===== src/design/tnc_pkg.sv =====
// Shared constants, types and the tile code function of the neighbour code block.
package tnc_pkg;

   localparam int GRID_W_DEF = 32;
   localparam int GRID_H_DEF = 32;

   localparam int POS_W = 5;
   localparam int POS_SPAN = 32;
   localparam int CODE_W = 5;

   // rows r-2 .. r+2 land in five distinct banks when banked by row mod 5
   localparam int ROW_BANKS = 5;
   localparam int BANK_SEL_W = 3;
   localparam int ROW_SPAN = 5;
   localparam int ROW_SEL_W = 3;
   localparam int HALF_SPAN = 2;

   localparam int NEAR_CELLS = 8;
   localparam int STENCIL_CELLS = 12;

   localparam logic KIND_WRITE = 1'b0;
   localparam logic KIND_QUERY = 1'b1;

   localparam logic [CODE_W-1:0] CODE_CORNER = 5'd16;
   localparam logic [CODE_W-1:0] CODE_FULL = 5'd20;
   localparam logic [3:0] EDGE_MASK = 4'b1111;

   // up, left, right, down, four diagonals, then the four cells at distance two
   localparam logic signed [2:0] STENCIL_DX [STENCIL_CELLS] = '{
      3'sd0, -3'sd1, 3'sd1, 3'sd0, -3'sd1, 3'sd1, -3'sd1, 3'sd1,
      3'sd0, -3'sd2, 3'sd2, 3'sd0};
   localparam logic signed [2:0] STENCIL_DY [STENCIL_CELLS] = '{
      -3'sd1, 3'sd0, 3'sd0, 3'sd1, -3'sd1, -3'sd1, 3'sd1, 3'sd1,
      -3'sd2, 3'sd0, 3'sd0, 3'sd2};

   typedef struct packed {
      logic outside;
      logic live;
   } row_state_type;

   function automatic logic [CODE_W-1:0] tile_code_of(input logic [STENCIL_CELLS-1:0] solid);
      logic [3:0] near_count;
      logic [2:0] far_count;
      logic [2:0] empty_slot;
      logic [CODE_W-1:0] code;
      near_count = '0;
      far_count = '0;
      empty_slot = '0;
      for (int n = 0; n < NEAR_CELLS; n++) begin
         if (solid[n]) begin
            near_count = near_count + 4'd1;
         end else begin
            empty_slot = 3'(n);
         end
      end
      for (int n = NEAR_CELLS; n < STENCIL_CELLS; n++) begin
         if (solid[n]) begin
            far_count = far_count + 3'd1;
         end
      end
      // inner corner: the single empty near cell is a diagonal
      if (near_count == 4'(NEAR_CELLS - 1) && empty_slot[2]) begin
         code = CODE_CORNER + {3'b000, empty_slot[1:0]};
      end else if (near_count == 4'(NEAR_CELLS) &&
                   far_count == 3'(STENCIL_CELLS - NEAR_CELLS)) begin
         code = CODE_FULL;
      end else begin
         code = {1'b0, solid[3:0] & EDGE_MASK};
      end
      return code;
   endfunction

endpackage


===== src/design/tnc_grid.sv =====
// Occupancy grid in five row banks with row valid bits; registers the five stencil rows.
module tnc_grid #(
   parameter int GRID_W = tnc_pkg::GRID_W_DEF,
   parameter int GRID_H = tnc_pkg::GRID_H_DEF,
   localparam int STORE_W = (GRID_W < tnc_pkg::POS_SPAN) ? GRID_W : tnc_pkg::POS_SPAN
) (
   input  logic                           clock,
   input  logic                           reset,
   input  logic                           accept,
   input  logic                           kind,
   input  logic [tnc_pkg::POS_W-1:0]      col,
   input  logic [tnc_pkg::POS_W-1:0]      row,
   input  logic                           occupied,
   output logic [STORE_W-1:0]             bank_word_ff [tnc_pkg::ROW_BANKS],
   output logic [tnc_pkg::BANK_SEL_W-1:0] row_bank_ff [tnc_pkg::ROW_SPAN],
   output tnc_pkg::row_state_type         row_state_ff [tnc_pkg::ROW_SPAN]
);

   localparam int STORE_H = (GRID_H < tnc_pkg::POS_SPAN) ? GRID_H : tnc_pkg::POS_SPAN;
   localparam int BANK_DEPTH = (STORE_H + tnc_pkg::ROW_BANKS - 1) / tnc_pkg::ROW_BANKS;
   localparam int BANK_AW = (BANK_DEPTH > 1) ? $clog2(BANK_DEPTH) : 1;
   localparam int ROW_IDX_W = $clog2(STORE_H);
   localparam int COL_IDX_W = $clog2(STORE_W);
   localparam int GROUPS = (tnc_pkg::POS_SPAN - 1) / tnc_pkg::ROW_BANKS;
   localparam int GRP_W = $clog2(GROUPS + 1);
   localparam int ROW_CALC_W = tnc_pkg::POS_W + 2;

   logic [STORE_H-1:0]             row_valid_ff;
   logic [GRP_W-1:0]               home_grp;
   logic [tnc_pkg::BANK_SEL_W-1:0] home_bank;

   logic signed [ROW_CALC_W-1:0]   near_row [tnc_pkg::ROW_SPAN];
   logic signed [GRP_W+1:0]        near_grp [tnc_pkg::ROW_SPAN];
   logic                           near_stored [tnc_pkg::ROW_SPAN];
   logic [tnc_pkg::BANK_SEL_W-1:0] near_bank [tnc_pkg::ROW_SPAN];
   tnc_pkg::row_state_type         near_state [tnc_pkg::ROW_SPAN];
   logic [BANK_AW-1:0]             rd_addr [tnc_pkg::ROW_BANKS];

   logic                           wr_en;
   logic [BANK_AW-1:0]             wr_addr;
   logic [COL_IDX_W-1:0]           wr_col;
   logic [ROW_IDX_W-1:0]           wr_row;
   logic [STORE_W-1:0]             wr_word;
   logic [STORE_W-1:0]             wr_mask;

   // split the addressed row into bank group and bank (row div 5, row mod 5)
   always_comb begin
      home_grp = '0;
      for (int i = 1; i <= GROUPS; i++) begin
         if (int'(row) >= i * tnc_pkg::ROW_BANKS) begin
            home_grp = home_grp + 1'b1;
         end
      end
      home_bank = tnc_pkg::BANK_SEL_W'(row - tnc_pkg::POS_W'(int'(home_grp) * tnc_pkg::ROW_BANKS));
   end

   always_comb begin
      logic signed [4:0] slot;
      logic [3:0]        wrap;
      for (int k = 0; k < tnc_pkg::ROW_SPAN; k++) begin
         near_row[k] = $signed({2'b00, row}) + ROW_CALC_W'(k - tnc_pkg::HALF_SPAN);
         near_state[k].outside = (near_row[k] < 0) || (int'(near_row[k]) >= GRID_H);
         near_stored[k] = !near_state[k].outside && (int'(near_row[k]) < STORE_H);
         near_state[k].live = near_stored[k] &&
                              row_valid_ff[near_row[k][ROW_IDX_W-1:0]];
         slot = $signed({2'b00, home_bank}) + 5'(k - tnc_pkg::HALF_SPAN);
         if (slot < 0) begin
            near_grp[k] = $signed({2'b00, home_grp}) - (GRP_W+2)'(1);
         end else if (slot >= 5'(tnc_pkg::ROW_BANKS)) begin
            near_grp[k] = $signed({2'b00, home_grp}) + (GRP_W+2)'(1);
         end else begin
            near_grp[k] = $signed({2'b00, home_grp});
         end
         wrap = 4'(int'(home_bank) + k + tnc_pkg::ROW_BANKS - tnc_pkg::HALF_SPAN);
         if (wrap >= 4'(2 * tnc_pkg::ROW_BANKS)) begin
            wrap = wrap - 4'(2 * tnc_pkg::ROW_BANKS);
         end else if (wrap >= 4'(tnc_pkg::ROW_BANKS)) begin
            wrap = wrap - 4'(tnc_pkg::ROW_BANKS);
         end
         near_bank[k] = wrap[tnc_pkg::BANK_SEL_W-1:0];
      end
   end

   // each bank serves at most one of the five stencil rows
   always_comb begin
      for (int j = 0; j < tnc_pkg::ROW_BANKS; j++) begin
         rd_addr[j] = '0;
         for (int k = 0; k < tnc_pkg::ROW_SPAN; k++) begin
            if (near_stored[k] && near_bank[k] == tnc_pkg::BANK_SEL_W'(j)) begin
               rd_addr[j] = near_grp[k][BANK_AW-1:0];
            end
         end
      end
   end

   assign wr_en = accept && (kind == tnc_pkg::KIND_WRITE) &&
                  (int'(col) < GRID_W) && (int'(row) < GRID_H);
   assign wr_addr = home_grp[BANK_AW-1:0];
   assign wr_col = col[COL_IDX_W-1:0];
   assign wr_row = row[ROW_IDX_W-1:0];
   assign wr_word = STORE_W'(occupied) << wr_col;
   // a row never written since reset takes the whole word, clearing the rest
   assign wr_mask = row_valid_ff[wr_row] ? (STORE_W'(1) << wr_col) : '1;

   always_ff @(posedge clock) begin
      if (reset) begin
         row_valid_ff <= '0;
      end else if (wr_en) begin
         row_valid_ff[wr_row] <= 1'b1;
      end
   end

   for (genvar j = 0; j < tnc_pkg::ROW_BANKS; j++) begin : g_bank
      logic [STORE_W-1:0] bank_mem [BANK_DEPTH];

      always_ff @(posedge clock) begin
         if (wr_en && home_bank == tnc_pkg::BANK_SEL_W'(j)) begin
            for (int b = 0; b < STORE_W; b++) begin
               if (wr_mask[b]) begin
                  bank_mem[wr_addr][b] <= wr_word[b];
               end
            end
         end
         bank_word_ff[j] <= bank_mem[rd_addr[j]];
      end
   end

   always_ff @(posedge clock) begin
      for (int k = 0; k < tnc_pkg::ROW_SPAN; k++) begin
         row_bank_ff[k] <= near_bank[k];
         row_state_ff[k] <= near_state[k];
      end
   end

endmodule


===== src/design/tile_neighbour_code.sv =====
// Tile neighbour code: occupancy grid with 12-cell stencil autotile lookup.
// The start beat and the stencil rows are registered first, then the result and its strobe.
// Throughput: one beat per cycle outside reset; the five stencil rows come from five row banks,
// one read port each, so no beat waits on a shared port. busy is high only in reset.
// Reset (synchronous): clears the row valid bits, so the whole grid reads empty,
// and drops any pending result; the receiver cannot stall.
module tile_neighbour_code #(
   parameter int GRID_W = tnc_pkg::GRID_W_DEF,
   parameter int GRID_H = tnc_pkg::GRID_H_DEF
) (
   input  logic                       clock,
   input  logic                       reset,
   input  logic                       start,
   output logic                       busy,
   input  logic                       req_kind,
   input  logic [tnc_pkg::POS_W-1:0]  req_col,
   input  logic [tnc_pkg::POS_W-1:0]  req_row,
   input  logic                       req_occupied,
   output logic                       rsp_strobe,
   output logic                       rsp_cell_visible,
   output logic [tnc_pkg::CODE_W-1:0] rsp_tile_code,
   output logic                       rsp_in_grid
);

   localparam int STORE_W = (GRID_W < tnc_pkg::POS_SPAN) ? GRID_W : tnc_pkg::POS_SPAN;
   localparam int COL_IDX_W = $clog2(STORE_W);
   localparam int COL_CALC_W = tnc_pkg::POS_W + 2;

   logic                           accept;
   logic                           item_valid_ff;
   logic                           kind_ff;
   logic [tnc_pkg::POS_W-1:0]      col_ff;
   logic [tnc_pkg::POS_W-1:0]      row_ff;

   logic [STORE_W-1:0]             bank_word [tnc_pkg::ROW_BANKS];
   logic [tnc_pkg::BANK_SEL_W-1:0] row_bank [tnc_pkg::ROW_SPAN];
   tnc_pkg::row_state_type         row_state [tnc_pkg::ROW_SPAN];

   logic [tnc_pkg::STENCIL_CELLS-1:0] solid;
   logic [STORE_W-1:0]             center_word;
   logic                           in_grid;
   logic                           visible;
   logic [tnc_pkg::CODE_W-1:0]     code;

   logic                           rsp_strobe_ff;
   logic                           rsp_cell_visible_ff;
   logic [tnc_pkg::CODE_W-1:0]     rsp_tile_code_ff;
   logic                           rsp_in_grid_ff;

   assign busy = reset;
   assign accept = start && !busy;

   tnc_grid #(
      .GRID_W(GRID_W),
      .GRID_H(GRID_H)
   ) u_grid (
      .clock        (clock),
      .reset        (reset),
      .accept       (accept),
      .kind         (req_kind),
      .col          (req_col),
      .row          (req_row),
      .occupied     (req_occupied),
      .bank_word_ff (bank_word),
      .row_bank_ff  (row_bank),
      .row_state_ff (row_state)
   );

   always_ff @(posedge clock) begin
      if (reset) begin
         item_valid_ff <= 1'b0;
      end else begin
         item_valid_ff <= accept;
      end
   end

   always_ff @(posedge clock) begin
      kind_ff <= req_kind;
      col_ff <= req_col;
      row_ff <= req_row;
   end

   always_comb begin
      logic signed [COL_CALC_W-1:0]   x;
      logic [tnc_pkg::ROW_SEL_W-1:0]  row_k;
      logic [STORE_W-1:0]             row_word;
      for (int n = 0; n < tnc_pkg::STENCIL_CELLS; n++) begin
         row_k = tnc_pkg::ROW_SEL_W'(int'(tnc_pkg::STENCIL_DY[n]) + tnc_pkg::HALF_SPAN);
         x = $signed({2'b00, col_ff}) + COL_CALC_W'(tnc_pkg::STENCIL_DX[n]);
         row_word = bank_word[row_bank[row_k]];
         // off the grid counts as occupied; in the grid but in an unwritten row or past the address range, empty
         if (row_state[row_k].outside || x < 0 || int'(x) >= GRID_W) begin
            solid[n] = 1'b1;
         end else if (!row_state[row_k].live || int'(x) >= STORE_W) begin
            solid[n] = 1'b0;
         end else begin
            solid[n] = row_word[x[COL_IDX_W-1:0]];
         end
      end
   end

   assign center_word = bank_word[row_bank[tnc_pkg::HALF_SPAN]];
   assign in_grid = (int'(col_ff) < GRID_W) && (int'(row_ff) < GRID_H);
   assign visible = (kind_ff == tnc_pkg::KIND_QUERY) && in_grid &&
                    row_state[tnc_pkg::HALF_SPAN].live &&
                    center_word[col_ff[COL_IDX_W-1:0]];
   assign code = visible ? tnc_pkg::tile_code_of(solid) : '0;

   always_ff @(posedge clock) begin
      if (reset) begin
         rsp_strobe_ff <= 1'b0;
      end else begin
         rsp_strobe_ff <= item_valid_ff;
      end
   end

   always_ff @(posedge clock) begin
      rsp_cell_visible_ff <= visible;
      rsp_tile_code_ff <= code;
      rsp_in_grid_ff <= in_grid;
   end

   assign rsp_strobe = rsp_strobe_ff;
   assign rsp_cell_visible = rsp_cell_visible_ff;
   assign rsp_tile_code = rsp_tile_code_ff;
   assign rsp_in_grid = rsp_in_grid_ff;

`ifndef SYNTHESIS
   a_strobe_follows_beat: assert property (@(posedge clock) disable iff (reset)
      rsp_strobe |-> $past(start && !busy, 2))
      else $error("result strobe without a start beat two cycles earlier");

   a_visible_in_grid: assert property (@(posedge clock) disable iff (reset)
      rsp_strobe && rsp_cell_visible |-> rsp_in_grid)
      else $error("visible cell reported outside the grid");

   a_code_needs_visible: assert property (@(posedge clock) disable iff (reset)
      rsp_strobe && rsp_tile_code != '0 |-> rsp_cell_visible)
      else $error("nonzero tile code for a hidden cell");

   a_code_range: assert property (@(posedge clock) disable iff (reset)
      rsp_strobe |-> rsp_tile_code <= tnc_pkg::CODE_FULL)
      else $error("tile code above the full code");

   a_write_hidden: assert property (@(posedge clock) disable iff (reset)
      rsp_strobe && $past(req_kind == tnc_pkg::KIND_WRITE, 2) |-> !rsp_cell_visible)
      else $error("write beat reported a visible cell");
`endif

endmodule


===== config.mk =====
export PLATFORM = sky130hd
export DESIGN_NAME = tile_neighbour_code
export DESIGN_NICKNAME = d
export VERILOG_FILES = /design/src/design/tnc_pkg.sv /design/src/design/tnc_grid.sv /design/src/design/tile_neighbour_code.sv
export SDC_FILE = /design/constraint.sdc
export NUM_CORES = 2
export LEC_CHECK = 0
export BUFFER_PORTS_ARGS = -buffer_cell sky130_fd_sc_hd__buf_2
export CAP_MARGIN = 20
export CORE_MARGIN = 2
export CORE_UTILIZATION = 45
export DETAILED_ROUTE_END_ITERATION = 7
export HOLD_SLACK_MARGIN = 0.06
export PLACE_DENSITY_LB_ADDON = 0.08
export RECOVER_POWER = 25
export SYNTH_ARGS = -nofsm -noshare
export SYNTH_HDL_FRONTEND = slang
export SYNTH_SLANG_ARGS = --single-unit
export TNS_END_PERCENT = 50

===== constraint.sdc =====
create_clock -name clock -period 10.92 [get_ports clock]
set_clock_uncertainty 0.15 [all_clocks]
set_input_delay 0.546 -clock clock [delete_from_list [all_inputs] [get_ports clock]]
set_output_delay 0.546 -clock clock [all_outputs]
set_load 0.02 [all_outputs]

After elaboration in Yosys (flattened, before gate mapping)
Memories as Yosys holds them, arrays and structs flattened. A register that Yosys moved wholly into a read port is not among the register bits.
Index checks and enable logic that the tools add are counted.

storage, ports and cells
  register bits after elaboration = 71
  bits in writable memories = 1120
  input port bits = 15
  output and inout port bits = 9
  logic and storage cells = 793
  memories = 5

memories
  name                       depth  width  rd ports  clocked after memory_dff  wr ports  line             text
  u_grid.g_bank[0].bank_mem  7      32     1         1                         1         tnc_grid.sv:114  logic [STORE_W-1:0] bank_mem [BANK_DEPTH];
  u_grid.g_bank[1].bank_mem  7      32     1         1                         1         tnc_grid.sv:114
  u_grid.g_bank[2].bank_mem  7      32     1         1                         1         tnc_grid.sv:114
  u_grid.g_bank[3].bank_mem  7      32     1         1                         1         tnc_grid.sv:114
  u_grid.g_bank[4].bank_mem  7      32     1         1                         1         tnc_grid.sv:114

cells by class
  add/subtract/negate cells = 55
  $mul = 1
  order comparisons = 67
  equality and inequality tests = 27
  shift operators = 2
  multiplexer cells = 502
  bitwise logic cells = 7
  reduce and logical (&&, ||, !) cells = 105

operators by type and width
  operator                number
  $bmux W32 S3            5
  $mux W1                 399
  $mux W32                11
  $mux W3                 59
  $bmux W1 S5             18
  $lt A5 B6 Y1 const B    11
  $logic_and A1 B1 Y1     47
  $ge A7 B7 Y1 const B    6
  $lt A7 B1 Y1 const B    6
  $logic_or A1 B1 Y1      41
  $ge A4 B4 Y1 const B    10
  $eq A3 B2 Y1 const B    12
  $or A32 B32 Y32         1
  $shl A1 B5 Y32          1
  $shl A1 B5 Y32 const A  1
  $ge A5 B4 Y1 const B    6
  $lt A5 B1 Y1 const B    6
  $add A4 B1 Y4 const B   7
  $lt A7 B7 Y1 const B    4
  $mux W4                 7
  $add A3 B1 Y3 const B   8
  $eq A3 B3 Y1 const B    7
  $ge A4 B3 Y1 const B    5
  $not A3 Y4              5
  34 further kinds        83

Longest topological paths before layout
  depth in word-level cells = 27
  depth in mapped cells = 44
  depth with buffers taken out = 38

Cells and area by module
A second synthesis with hierarchy kept.

unflattened totals
  cells, all modules = 6310
  area total of the unflattened synthesis = 69125.0 µm²

by module, submodules not included
  module               instances  cells an instance  area each (µm²)  sequential area each (µm²)
  tnc_grid             1          4908               57741.6          37956.4
  tile_neighbour_code  1          1402               11383.4          280.3

Worst setup path after synthesis
No wires, ideal clock.

  kind = in2reg
  from = input req_row[0] in the netlist's numbering
  to = register u_grid.bank_word_ff[67] in the netlist's numbering, read port of u_grid.g_bank[2].bank_mem
  library setup time = 0.114 ns
  arrival time = 9.972 ns
  required time = 10.656 ns
  slack = 0.684 ns
  cell stages on the path = 41
  buffers on the path = 8
  path through = buf_1 -> clkbuf_1 -> clkbuf_1 -> clkbuf_1 -> o21ai_0 -> nand2_1 -> nand2_1 -> ha_1 -> xor2_2 -> ha_1 -> mux2_2 -> ha_1 -> nor2b_1 -> nor2_1 -> ha_1 -> nand2_1 -> a21boi_0 -> clkbuf_1 -> [5 not listed] -> inv_2 -> buf_4 -> ha_1 -> nand2b_1 -> or2_2 -> a21oi_1 -> xnor2_1 -> or4b_2 -> nor2_1 -> a41oi_1 -> mux2i_1 -> a211o_1 -> and2_1 -> buf_2 -> buf_4 -> mux2i_1 -> a22oi_1 -> a21o_1

RTL lines
  element             line                       text
  start: declaration  tile_neighbour_code.sv:17  input logic [tnc_pkg::POS_W-1:0] req_row,
  end: declaration    tnc_grid.sv:14             output logic [STORE_W-1:0] bank_word_ff [tnc_pkg::ROW_BANKS],

Final worst setup path
  from = input req_row[2] in the netlist's numbering
  to = register u_grid.bank_word_ff[64] in the netlist's numbering, read port of u_grid.g_bank[2].bank_mem

between the ends
  word-level cells in the longest chain between the ends = 26
  elaborated cells on any way between the ends = 138
  those cells by class = add/sub: 40; mul: 1; order compare: 41; eq/ne: 5; mux: 31; reduce/logical: 20

RTL lines
  element                                              line                            text
  $ge A5 B3 Y1                                         tnc_grid.sv:50                  if (int'(row) >= i * tnc_pkg::ROW_BANKS) begin
  $mux W1                                              tnc_grid.sv:50
  $add A1 B1 Y2                                        tnc_grid.sv:51                  home_grp = home_grp + 1'b1;
  $mux W3                                              tnc_grid.sv:50
  $add A3 B1 Y3                                        tnc_grid.sv:51
  $mux W3                                              tnc_grid.sv:50
  $add A3 B1 Y3                                        tnc_grid.sv:51
  $mux W3                                              tnc_grid.sv:50
  [8 not listed]                                       -
  $sub A4 B3 Y4, or another cell as far along          tnc_grid.sv:74                  wrap = 4'(int'(home_bank) + k + tnc_pkg::ROW_BANKS - tnc_pkg::HALF_SPAN);
  $ge A4 B3 Y1, or another cell as far along           tnc_grid.sv:77                  end else if (wrap >= 4'(tnc_pkg::ROW_BANKS)) begin
  $mux W3 (on tied branches)                           tnc_grid.sv:77, tnc_grid.sv:75
  $mux W3 or $eq A3 B2 Y1 (tied branches)              tnc_grid.sv:75, tnc_grid.sv:89
  $eq A3 B2 Y1 or $logic_and A1 B1 Y1 (tied branches)  tnc_grid.sv:89                  if (near_stored[k] && near_bank[k] == tnc_pkg::BANK_SEL_W'(j)) begin
  $logic_and A1 B1 Y1 or $mux W3 (tied branches)       tnc_grid.sv:89
  $mux W3 (3 in series)                                tnc_grid.sv:89
  $mux W3 *                                            tnc_grid.sv:89

Mark *: on every way between the ends. The rest lies on a longest branch, timed or not.
A chain may end at the register's enable or synchronous reset.

==> results by group <==
Status
  • Result of the run: finished with violations
  • Failing checks: max-capacitance violations, max-slew violations

Global route
  • Global-route met2 utilization: 47.1%
  • Grt met1 use: 43.6%
  • Antenna violations before repair: 7
  • Total overflow reported by the global router: 0
  • Overall fraction of global-route tracks in use: 30.6%
  • Largest net degree at the start of global routing: roughly 120
  • Met3 Usage GRT: 6.17%
  • Busiest metal layer after global routing: met2
  • Wire length of the first global-routing pass: between 300 and 400 mm
  • Number of global-route vias before repair: a little under 50,000

Timing
  • Max-slew headroom: -20.3%
  • Accumulated negative setup slack: 0 ps
  • Setup repair after global routing missed its margin: false
  • Final Max Tran Viols: a little over 500
  • Final number of setup-violating endpoints: 0
  • Number of failing hold endpoints at the final stage: 0
  • Pin slew with the least headroom to its limit: 1800 ps
  • Min Clock Period, post-route: 9240 ps
  • Portion of the clock cycle consumed by the worst path in the final layout: between 80% and 90%
  • Final setup margin: 1680 ps
  • Top achievable clock speed: about 110 MHz

Placed design
  • Routability cong.: 1.03
  • Buffers on Ports: 22
  • Detailed-placement wirelength estimate: approximately 160 mm
  • Cell area after placement: 0.0716 sq mm
  • Worst slack at placement: 1000 ps

Setup path
  • Critical-path cell with the highest stage delay: or4b_2
  • Setup crit start kind: primary input
  • Highest net fanout along the worst path: 24
  • Kind of critical path: in -> reg
  • FF-to-FF setup slack: 1980 ps
  • Worst Reg2Reg Path Length in Cells: 35
  • Launch point of the worst path: req_row[2]
  • WP data arrival: 9770 ps
  • CP peak stage delay: roughly 660 ps
  • Cell repeated most along the worst path: ha_1
  • R2R Path End: rsp_tile_code[2]
  • Critical path endpoint category: flop
  • Critical path capture point: u_grid.bank_word_ff[64]
  • Worst path required time: about 11,000 ps
  • Startpoint of the most critical register-to-register path: u_grid.row_bank_ff[9]

Synth
  • Area share of and/or/nand/nor cells after synthesis: 13.3%
  • Adder-cell area share of the yosys netlist: less than 1%
  • Per-instance average area after synthesis: 11.0 sq um
  • Top FF cell, synth: edfxtp_1
  • Sequential fraction of the synthesis area: 55.4%
  • Largest family of logic cells by synthesized area: multiplexers
  • Number of register bits inferred by synthesis: 1,350
  • Top cells by area, synth: edfxtp_1 (49%), nor2_1 (7.8%), dfxtp_1 (6.7%), mux2i_1 (6.6%), mux4_2 (4.7%)
  • Count of yosys warnings during synthesis: 0
  • Fraction of post-synthesis cell area in the top cell type by area: between 40% and 50%
  • Synthesized netlist net count: 6,331
  • Netlist area before placement: 0.0690 sq mm
  • Library cells used by synthesis: 110
  • Gate Count Post-Synth: 6,268
  • Post-synthesis compound-gate area fraction: 12.0%
  • Async set or reset register ratio after synthesis: 0%
  • Number of enable-type register cells in the synthesized netlist: 1,120
  • Synthesized-area fraction occupied by xor and xnor cells: 0.957%
  • Multiplexer area fraction after synthesis: 13.7%
  • Dominant cell type by area after synthesis: edfxtp_1

Detailed routing
  • Total routed wirelength: 244 mm
  • Number of search-and-repair iterations in the first detailed-routing pass: 6
  • Post-route ant nets: 0
  • DRC violations left: 0
  • Detail-routed via count per cell: 6.22
  • 1st-iter DRT viols: 5,969
  • Detail-routed net length per standard cell: 29.4 um
  • Routed vias: 51,600

Clocking
  • CTS buffer count: 149
  • Clock insertion delay at the later pin of the skew report: just under 800 ps
  • Number of buffers inserted by hold repair at cts: 7
  • Clock-pin transition on the worst setup and hold timing paths: 50 ps
  • Number of buffers inserted to repair setup after CTS: 0
  • CTS resizes: 0
  • Clock Tree Root: clkbuf_16
  • # clock sinks: 1,350
  • CTS tree: yes
  • H-tree levels: 4
  • Maximum number of buffers from clock root to sink: 3

Job
  • Max-capacitance violation count: 15

Final layout
  • Layout cell share with drive strength beyond 1: 12.1%
  • Final design area excluding fillers: about 0.076 sq mm
  • Nets: ~6,200
  • Fillers: 13,800
  • Commonest cells after routing, fill and taps aside: nor2_1 (1,404), edfxtp_1 (1,120), nand2_1 (532)
  • Area Overhead vs Synth: 10.6%
  • Most common library cell in the layout ignoring fill and taps: nor2_1

Die
  • Starting Density: a little under half
  • Vertical extent of the die: 396 um
  • Horizontal die dimension: 396 um
  • # rows: 143
  • Die area: between 0.15 and 0.2 sq mm
  • I/O pin count: 24
  • Core Area: 0.152 sq mm

Min path
  • Tightest Hold Check Type: in -> reg
[synth_stat cells, drive strengths merged, types with 9 or more instances]
master      n
or2        14
a221oi     96
and3       18
clkinv      9
a211oi     69
buf       190
nand3      55
a22oi      91
nor2b      23
nand4      13
and2       18
dfxtp     230
o22a       33
edfxtp   1120
nor4       15
nand2b     26
o31ai      12
o2111ai     9
mux2      143
a222oi     10
xor2       13
o21ai     202
nand2     541
xnor2      41
o2bb2ai    18
a21oi     291
mux4      144
o22ai      45
o311ai     11
inv        83
mux2i     459
a21o      110
a31oi      60
o211ai     51
a211o       9
nor2     1434
nor3       54
ha         47
o32ai       9
o221ai     11
clkbuf    301
[critical path, delay by kind of cell]
kind | cells | cell delay (ps)
adder cells (fa/ha/maj) | 7 | 2330
AND/OR/NAND/NOR | 9 | 1830
AO/OA/AOI/OAI | 9 | 1530
buffers and inverters | 7 | 1440
XOR/XNOR | 4 | 1230
multiplexers | 3 | 760
[kinds of logic (layout without fill, tap and decap cells)]
kind of cell,after synthesis,count (layout)
XOR/XNOR,59,59
AND/OR/NAND/NOR,2258,2258
flip-flops,1350,1350
AO/OA/AOI/OAI,1223,1223
other,1,2
multiplexers,746,746
adder cells (fa/ha/maj),48,48
buffers and inverters,583,578
[cell type report]
cell class | count | area [sq um] | share of cell area (%)
antenna | 1 | 2.50 | 0.00328
clock buffer | 224 | 4260 | 5.58
clock inverter | 50 | 567 | 0.742
inverter | 92 | 345 | 0.452
multi-input combinational | 4335 | 28600 | 37.4
sequential | 1350 | 38300 | 50.1
tap | 2030 | 2540 | 3.33
timing repair buffer | 212 | 1810 | 2.38
[per-layer routing]
metal  part of all wire (%)  vias to the layer above
met5                  0.030                        -
met4                    3.1                       10
met3                    8.4                      397
met2                     45                     2281
met1                     43                    26200
li1                       -                    22800
[registers in the layout, indices dropped and copies added, names as in the netlist]
name	count
kind_ff	1
u_grid.bank_word_ff	160
u_grid.row_bank_ff	15
col_ff	5
u_grid.row_valid_ff	32
rsp_strobe	1
u_grid.row_state_ff	9
u_grid.g_bank.bank_mem	1120
rsp_cell_visible	1
item_valid_ff	1
rsp_tile_code	5
[through the flow]
stage | cells | hold slack [ps] | util, %
global route | 8293 | 278 | 50.2
detailed placement | 8011 | 294 | 47.1
global placement | 7998 | 279 | 47.0
CTS | 8292 | 100 | 50.3
finish | 8294 | 261 | 50.2
floorplan | 6268 | 264 | -
[worst min path at each step]
| stage | start | to | slack, ps | cells past startpoint |
|---|---|---|---|---|
| after floorplan | item_valid_ff | rsp_strobe | 260 | 1 |
| after detailed placement | item_valid_ff | rsp_strobe | 290 | 1 |
| after global routing | req_row[4] | u_grid.row_valid_ff[9] | 280 | 4 |
| final | req_row[4] | u_grid.row_valid_ff[11] | 260 | 4 |
| after CTS | reset | u_grid.row_valid_ff[5] | 100 | 2 |
| after global placement | item_valid_ff | rsp_strobe | 280 | 1 |
Power is not shown: default switching activity piles up to over one toggle a cycle in this logic, so the estimate is an artifact.
